`config.mk`:
```
export PLATFORM = sky130hd
export DESIGN_NAME = drrip_ctrl
export DESIGN_NICKNAME = d
export VERILOG_FILES = /design/src/rtl/core/drrip_pkg.sv /design/src/rtl/core/drrip_ctrl.sv
export SDC_FILE = /design/constraint.sdc
export NUM_CORES = 1
export LEC_CHECK = 0
export BUFFER_PORTS_ARGS = -buffer_cell sky130_fd_sc_hd__buf_2
export CORE_AREA = 2 2 39 41
export DETAILED_ROUTE_END_ITERATION = 8
export DIE_AREA = 0 0 41 43
export GPL_TIMING_DRIVEN = 0
export SLEW_MARGIN = 20
export SYNTH_ARGS = -nofsm -noshare
export SYNTH_HDL_FRONTEND = slang
export SYNTH_SLANG_ARGS = --single-unit
```
`constraint.sdc`:
```
create_clock -name i_clk -period 1 [get_ports i_clk]
set_input_delay 0.05 -clock i_clk [delete_from_list [all_inputs] [get_ports i_clk]]
set_output_delay 0.05 -clock i_clk [all_outputs]
set_load 0.01 [all_outputs]
```
`src/rtl/core/drrip_pkg.sv`:
```
`default_nettype none
package drrip_pkg;

    // fixed field widths of the ports
    localparam int IN_SET_W  = 11;
    localparam int WAY_FLD_W = 4;
    localparam int ADDR_W    = 16;
    localparam int CFG_W     = 3;
    localparam int STREAK_W  = 3;
    localparam int BIP_W     = 5;

    localparam logic             ACT_QUERY  = 1'b0;
    localparam logic             ACT_UPDATE = 1'b1;
    localparam logic [CFG_W-1:0] LEN_RESET  = 3'd4;
    localparam logic [CFG_W-1:0] LEN_MIN    = 3'd2;

    typedef struct packed {
        logic [ADDR_W-1:0]   last_addr;
        logic [ADDR_W-1:0]   last_stride;
        logic [STREAK_W-1:0] streak;
    } t_stream;

    typedef struct packed {
        logic accept;   // capture transaction and read the set
        logic commit;   // write back and load the result register
        logic clear;    // write one row of the reset sweep
    } t_cmd;

    typedef struct packed {
        logic clear_last;
    } t_status;

endpackage
`default_nettype wire

```
`src/rtl/core/drrip_ctrl.sv`:
```
`default_nettype none
module drrip_ctrl (
    input  wire logic              i_clk,
    input  wire logic              i_rst_n,
    input  wire logic              i_in_valid,
    output logic                   o_in_stall,
    output logic                   o_out_valid,
    input  wire logic              i_out_stall,
    output drrip_pkg::t_cmd        o_cmd,
    input  wire drrip_pkg::t_status i_status
);
    import drrip_pkg::*;

    typedef enum logic [1:0] {
        S_CLEAR,
        S_IDLE,
        S_EXEC
    } t_state;

    t_state r_state;
    logic   r_out_valid;
    logic   out_free;

    assign out_free     = !r_out_valid || !i_out_stall;
    assign o_in_stall   = (r_state != S_IDLE);
    assign o_out_valid  = r_out_valid;
    assign o_cmd.accept = (r_state == S_IDLE) && i_in_valid;
    assign o_cmd.commit = (r_state == S_EXEC) && out_free;
    assign o_cmd.clear  = (r_state == S_CLEAR);

    always_ff @(posedge i_clk) begin
        if (!i_rst_n) begin
            r_state     <= S_CLEAR;
            r_out_valid <= 1'b0;
        end else begin
            unique case (r_state)
                S_CLEAR: begin
                    if (i_status.clear_last) begin
                        r_state <= S_IDLE;
                    end
                end
                S_IDLE: begin
                    if (i_in_valid) begin
                        r_state <= S_EXEC;
                    end
                end
                S_EXEC: begin
                    if (out_free) begin
                        r_state <= S_IDLE;
                    end
                end
                default: r_state <= S_CLEAR;
            endcase
            if (o_cmd.commit) begin
                r_out_valid <= 1'b1;
            end else if (!i_out_stall) begin
                r_out_valid <= 1'b0;
            end
        end
    end

endmodule
`default_nettype wire

```
### Word level (Yosys, flattened, before mapping)

Index checks and enable logic that the tools add are counted.

* RAM bits: 0
* word-level logic and storage cells: 22
* bits of input ports: 5
* bits in latches: 0
* ROM bits: 0
* output and inout bits: 5
* memories kept: 0
* register bits after elaboration: 3

* multipliers: 0
* shift operators: 0
* equality and inequality tests: 7
* add/subtract/negate cells: 0
* divide/modulo/power cells: 0
* bitwise gates (word level): 0
* mux-type cells: 6
* $lt $le $gt $ge: 0
* reduce and logical (&&, ||, !) cells: 7

Operator list (number)
* 2-bit two-way mux: 3
* 2-bit by 1-bit != test with 1-bit output (second input constant): 3
* 2-bit one-hot mux with 3 select lines: 1
* 2-bit != test (second input constant): 2
* 3-bit AND reduction: 1
* 2-bit by 1-bit == test with 1-bit output (second input constant): 1
* 2-bit == test (second input constant): 1
* 1-bit logical AND: 2
* 1-bit logical NOT: 2
* 2-bit logical NOT: 1
* 1-bit two-way mux: 2
* 1-bit logical OR: 1

### Depth between registers and ports, before layout

Gate-level depths: netlist of the first run.

* depth in word-level cells: 4
* depth in mapped cells: 2
* gate-level depth less buffers: 2

### Worst setup path before layout of the first run

OpenSTA, ideal clock, no wires.

* kind: register to register
* from: reg r_state[1]
* to: reg r_state[1]
* buffers on the path: 0
* data required time: 0.885 ns
* cell stages (with the launch flop): 3
* setup slack: 0.114 ns
* arrival time: 0.771 ns
* period minus slack after synthesis: 0.886 ns
* setup time: 0.115 ns
* cells stage by stage: dfxtp_1 -> and3b_1 -> o21a_1

* word-level cells in the longest chain between the ends: 3
* elaborated cells on any way between the ends: 8
* those cells by class: eq/ne (5); mux (1); reduce/logical (2)

RTL lines
* start, declared: line drrip_ctrl.sv:20 `t_state r_state;`
* start signal, assigned: line drrip_ctrl.sv:33 `r_state <= S_CLEAR;`
* start signal, assigned: line drrip_ctrl.sv:39 `r_state <= S_IDLE;`
* start signal, assigned: line drrip_ctrl.sv:44 `r_state <= S_EXEC;`
* 2-bit == test (tied with other cells): line drrip_ctrl.sv:36 `unique case (r_state)`
* 2-bit != test (no source line) or 2-bit by 1-bit != test with 1-bit output (tied branches)
* 3-bit AND reduction (no source line)

Parallel ways exist; a longest one is shown, timed or not.
A chain may end at the register's enable or synchronous reset.

==> metrics.yaml, run 1 <==
max_stage_delay_ps: 340
fin_crit_sh_pct: 99.81
max_freq_mhz: 1002
reg2regPathDepth: 2
num_rows: 14
die_area_um2: 1763
vias: 172
grt_setup_unrepaired: "true"
io_buffers: 9
netlist_top_cells_area: "dfxtp_1 38%, nand2b_1 16%, o32ai_2 10%"
setup_viol_count_final: 0
synth-main-ff-cell: "dfxtp_1"
register_area_um2: 67.56
postRouteAntennaNets: 0
clockBufferDepth: 2
r2r-end: "r_state[0]"
synth_top_area_cell: "dfxtp_1"
grt_pass1_vias: 168
clk_pin_slew_ps: 30
worstSetupPathType: "reg -> out"
synth_seq_area_share_pct: 38.10
grtUsageMet3_pct: 3.141
antenna_found_initial: 0
met1_usage_pct: 4.180
cts.sinks: 3
cp_top_family: "flip-flops"
grt-ovfl-total: 0
gp_congestion: 0.5918
static-leakage-power_uw: 0.0001272
crit_path_end_kind: "primary output"
peakVddDrop_uv: 332.5
worst_pin_slew_ps: 192.9
synth_warnings: 0
clock_latency_ps: 230
synth.top_cell.area_share_pct: 38.10
ys_top_cells_by_count: "4 x nand2b_1, 3 x dfxtp_1, 2 x nor2_1"
synth-edff-count: 0
crit_chain: "nand2b_4 > a21oi_2 > buf_2"
startpoint: "r_state[0]"
cap_violations: 0
antennaDiodeCount: 0
dieWidth_um: 41
gr-usage-all-layers_pct: 5.522
slew_violations: 0
syn_inst: 17
grt_max_degree: 8
synthArstFlopShare_pct: 0
start_util_pct: 11.39
cp_data_arrival_time_ps: 950
fin_skew_ps: 2.507
netlist_area_um2: 157.7
r2r_start: "o_out_valid"
viasPerCell: 3.660
core_area_um2: 1384
place_inst: 42
synth_cell_types: 11
synth_seq_cells: 3
power.density_nw_per_um2: 1474
nNetsFinal: 37
routedWlPerCell_um: 9.064
cts_root_buf: "clkbuf_4"
drtIter0Drc: 0
grt_pass1_wl_um: 586
io_pins: 10
syn_avg_cell_area_um2: 9.274
timing.hold.worst.class: "in -> reg"
final_core_util_pct: 19.89
synthesis.nets: 22
gr-usage-met2_pct: 8.438
status: "completed"
multi_input_area_um2: 108.9
numCtsBuffers: 3
period_needed_ps: 998.1
path_buf_inv: 1
drive_gt1_share_pct: 58.06
cp_num_cells: 3
cts_tree: "built"
fp.dieH_um: 43
syn_to_final_growth_pct: 74.60
finalNonFillerCells: 47
fillers: 165
cp_max_fo: 6
startpoint_type: "flip-flop"
slew_headroom_pct: 87.14
cpMaxStageDelayCell: "dfxtp_4"
critPathRequiredTime_ps: 950
drc: 0
htreeDepth: 1
r2r_slack_ps: 120
hold_violations: 0
critPathCapture: "o_cmd[1]"
finalWirelength_um: 426
dr.pass1.iters: 1
synth_most_common_cell: "nand2b_1"
gr-max-usage-layer: "met2"
cells by family (layout without fill, tap and decap cells):
kind of cell	after synthesis	in the layout	synth area share, %
buf+inv	0	14	0
compound gates	4	4	23.02
flops	3	3	38.10
simple gates	10	10	38.89
placed cells by master (no fill, tap or decap):
cell type	n
buf_2	9
nand2b_1	3
clkbuf_4	3
nor2_1	2
dfxtp_4	2
nand2b_4	1
a21oi_2	1
and3b_1	1
nand2_1	1
a21boi_1	1
and4b_1	1
o21a_1	1
and3_1	1
o32ai_2	1
clkbuf_1	1
dfxtp_1	1
buf_4	1
layer usage:
layer / vias to the layer above / wire (um)
li1: 90 / -
met1: 77 / 110
met2: 5 / 267
met3: 0 / 49
met4: 0 / 0
met5: - / 0
layout make-up:
type	instances	share of cell area, %
clock buffers	4	9.545
multi-input cells	14	39.55
flip-flops and latches	3	24.55
well taps	16	7.273
repair buffers	10	19.09
report_power, final:
group	total, uW	switching, uW	internal (uW)	leakage, uW
registers	135	9.11	126	0.0000259
logic	64.4	28.6	35.8	0.0000864
clock network	206	57.0	149	0.0000150
flip-flops by register name, summed over array words and instances (netlist names):
signal       count
r_state          2
o_out_valid      1
how the worst min path moves through the flow:
stage,startpoint,to,slack [ps],depth (start not counted)
4_1_cts,i_rst_n,r_state[1],80,2
2_1_floorplan,i_rst_n,r_state[1],170,1
6_report,i_rst_n,r_state[1],80,2
3_3_place_gp,i_rst_n,r_state[1],320,2
3_5_place_dp,i_rst_n,r_state[1],320,2
5_1_grt,i_rst_n,r_state[1],90,2
per-stage QoR:
stage / area (um^2) / hold slack, ps / total power [uW] / setup TNS (ps) / setup WS [ps]
6_report: 275.3 / 81.80 / 405.8 / 0 / 1.890
3_5_place_dp: 222.7 / 315.7 / 195.8 / 0 / 105.5
2_1_floorplan: 157.7 / 167.5 / 168.2 / 0 / 114.3
5_1_grt: 275.3 / 91.94 / 430.8 / -75.91 / -43.74
3_3_place_gp: 222.7 / 316.8 / 195.5 / 0 / 94.48
4_1_cts: 265.3 / 75.65 / 417.9 / -8.407 / -8.407
repair_timing:
| item | 4_1_cts | 5_1_grt |
|---|---|---|
| gates resized for setup | 5 | 1 |
| endpoints found under the setup margin | 2 | 2 |
| hold endpoints to repair | 0 | 0 |
| setup buffers | 0 | 1 |
| hold buffers | 0 | 0 |
No activity file was read; power rests on OpenSTA's default activity.
==> run 2, diff against run 1 <==
--- a/config.mk
+++ b/config.mk
@@ -5,11 +5,13 @@
 export SDC_FILE = /design/constraint.sdc
 export NUM_CORES = 1
 export LEC_CHECK = 0
+export ABC_AREA = 1
 export BUFFER_PORTS_ARGS = -buffer_cell sky130_fd_sc_hd__buf_2
 export CORE_AREA = 2 2 39 41
 export DETAILED_ROUTE_END_ITERATION = 8
 export DIE_AREA = 0 0 41 43
 export GPL_TIMING_DRIVEN = 0
+export SETUP_SLACK_MARGIN = 0.02
 export SLEW_MARGIN = 20
 export SYNTH_ARGS = -nofsm -noshare
 export SYNTH_HDL_FRONTEND = slang
==> run 2 against run 1 <==
The run now ends with setup timing left; clock power hardly changed; highest routed layer unchanged; synthesized cell count up 35%; largest power group unchanged; largest cell class unchanged; clock skew about the same; sequential cell count unchanged; via count rose by 2.9%; cell count up 15%.
==> metrics.yaml, run 2 <==
status: "finished, violations left"
violations: "setup timing"
synth-edff-count: 0
critPathRequiredTime_ps: 950
period_needed_ps: 1020
synthArstFlopShare_pct: 0
dp_hpwl_um: 278.9
cts.sinks: 3
maxUsedRoutingLayer: "met3"
cap_violations: 0
grt-ovfl-total: 0
r2r-end: "r_state[0]"
worstSetupPathType: "reg -> out"
synth.top_cell.area_share_pct: 39.34
viasPerCell: 3.278
gp_congestion: 0.5715
wl_met1_um: 126
io_buffers: 9
drtIter0Drc: 0
slew_violations: 0
synth_cell_types: 10
grt_pass1_vias: 166
synth_top_area_cell: "dfxtp_1"
syn_inst: 23
clk_pin_slew_ps: 40
netlist_area_um2: 152.6
cts_tree: "built"
numCtsBuffers: 3
fp.dieH_um: 43
reg2regPathDepth: 6
clock_latency_ps: 230
grt_max_degree: 6
routedWlPerCell_um: 6.759
crit_path_end_kind: "primary output"
ys_top_cells_by_count: "5 x inv_1, 5 x nand2_1, 3 x dfxtp_1, 3 x nor2_1, 2 x a21oi_2"
grt_pass1_wl_um: 531
die_area_um2: 1763
r2r_start: "r_state[1]"
num_rows: 14
cts_hold_buf: 0
route.met3.wl_um: 45
cp_data_arrival_time_ps: 970
wl_met2_um: 194
fin_skew_ps: 2.362
clockBufferDepth: 2
fin_crit_sh_pct: 102.0
postRouteAntennaNets: 0
nNetsFinal: 44
drive_gt1_share_pct: 57.89
layout_commonest_cell: "buf_2"
antennaDiodeCount: 0
dieWidth_um: 41
gr-usage-all-layers_pct: 5.120
hold_depth: 3
finalPower_uw: 402.1
vias: 177
largest_register: "r_state"
drc: 0
htreeDepth: 1
dr.pass1.iters: 1
synth_seq_area_share_pct: 39.34
antenna_found_initial: 0
synth_warnings: 0
cts_root_buf: "clkbuf_4"
timing.hold.worst.class: "in -> reg"
slew_headroom_pct: 90.94
start_util_pct: 11.03
r2r_slack_ps: 150
core_area_um2: 1384
setup_viol_count_final: 1
synth-main-ff-cell: "dfxtp_1"
startpoint_type: "flip-flop"
static-leakage-power_uw: 0.0001506
netlist_top_cells_area: "dfxtp_1 39%, inv_1 12%, nand2_1 12%"
largest_register_ffs: 2
grt_setup_unrepaired: "true"
peakVddDrop_uv: 323.8
dp_slack_ps: 145.7
worst_pin_slew_ps: 134.5
cp_max_fo: 3
setup_ws_ps: -19.65
finalWirelength_um: 365
synthesis.nets: 28
max_freq_mhz: 980.7
hold_violations: 0
final_cell_mix: "9 x buf_2, 5 x nand2_1, 4 x inv_1, 3 x nor2_1, 3 x clkbuf_4"
syn_to_final_growth_pct: 74.59
hold_start: "i_rst_n"
syn_avg_cell_area_um2: 6.637
min_to: "r_state[0]"
power.density_nw_per_um2: 1509
io_pins: 10
synth_seq_cells: 3
==> run 2: changes by cell type in the layout (fill, tap and decap cells not counted), moves of 2 or more <==
cell      delta
inv_1        +4
nand2_1      +4
nand2b_1     -3
dfxtp_2      +2
dfxtp_4      -2
inv_2        +2
==> run 2: metrics by stage <==
step,cell area [um^2],util [%],hold slack [ps],setup TNS (ps),cells
3_5_place_dp,217.7,15.73,307.3,0,48
6_report,266.5,19.26,62.77,-19.65,54
4_1_cts,259.0,18.72,52.97,-23.22,53
3_3_place_gp,217.7,15.73,303.8,0,48
5_1_grt,266.5,19.26,74.82,-148.0,54
2_1_floorplan,152.6,-,174.6,0,23
==> run 2: critical path, stage by stage, from the launching register on <==
cell	delay (ps)
dfxtp_2	320
inv_2	50
nor2_4	120
inv_2	50
nor2_1	70
buf_2	130
==> run 2: what timing repair did <==
action | in CTS | in global routing
setup buffers | 1 | 1
pin swaps | 0 | 1
resized for setup | 4 | 0
setup endpoints to repair | 2 | 3
==> run 2: cell type report <==
| type | count | area (um^2) |
|---|---|---|
| Clock buffer | 4 | 26.28 |
| Fill cell | 172 | 1117 |
| Inverter | 6 | 22.52 |
| Multi-Input combinational cell | 14 | 75.07 |
| Sequential cell | 3 | 62.56 |
| Tap cell | 16 | 20.02 |
| Timing Repair Buffer | 11 | 60.06 |
==> run 2: kinds of logic after synthesis <==
group,count (synthesis),share of synthesized area [%]
AO/OA/AOI/OAI,3,14.75
flip-flops,3,39.35
AND/OR/NAND/NOR,11,31.15
buffers and inverters,6,14.75
==> run 2: worst max path at each step <==
stage                     slack [ps]        from         end  cells after the start
after detailed placement         150  r_state[1]    o_cmd[1]                      5
after CTS                        -20  r_state[1]    o_cmd[1]                      5
final                            -20  r_state[1]    o_cmd[1]                      5
after global routing             -90  r_state[1]    o_cmd[1]                      5
after floorplan                  180  r_state[0]  r_state[0]                      4
after global placement           160  r_state[1]    o_cmd[1]                      5
==> run 2: metal layers <==
layer / vias to the layer above / global-route usage (%)
met1: 73 / 4.180
met5: - / 0
met3: 0 / 3.141
met4: 0 / 6.000
li1: 98 / -
met2: 6 / 7.187
==> run 2: report_power, final <==
group / leakage, uW / internal, uW / switching, uW
logic: 0.000110 / 28.1 / 31.1
clock network: 0.0000150 / 149 / 58.0
registers: 0.0000253 / 128 / 7.60
total: 0.000151 / 305 / 96.7
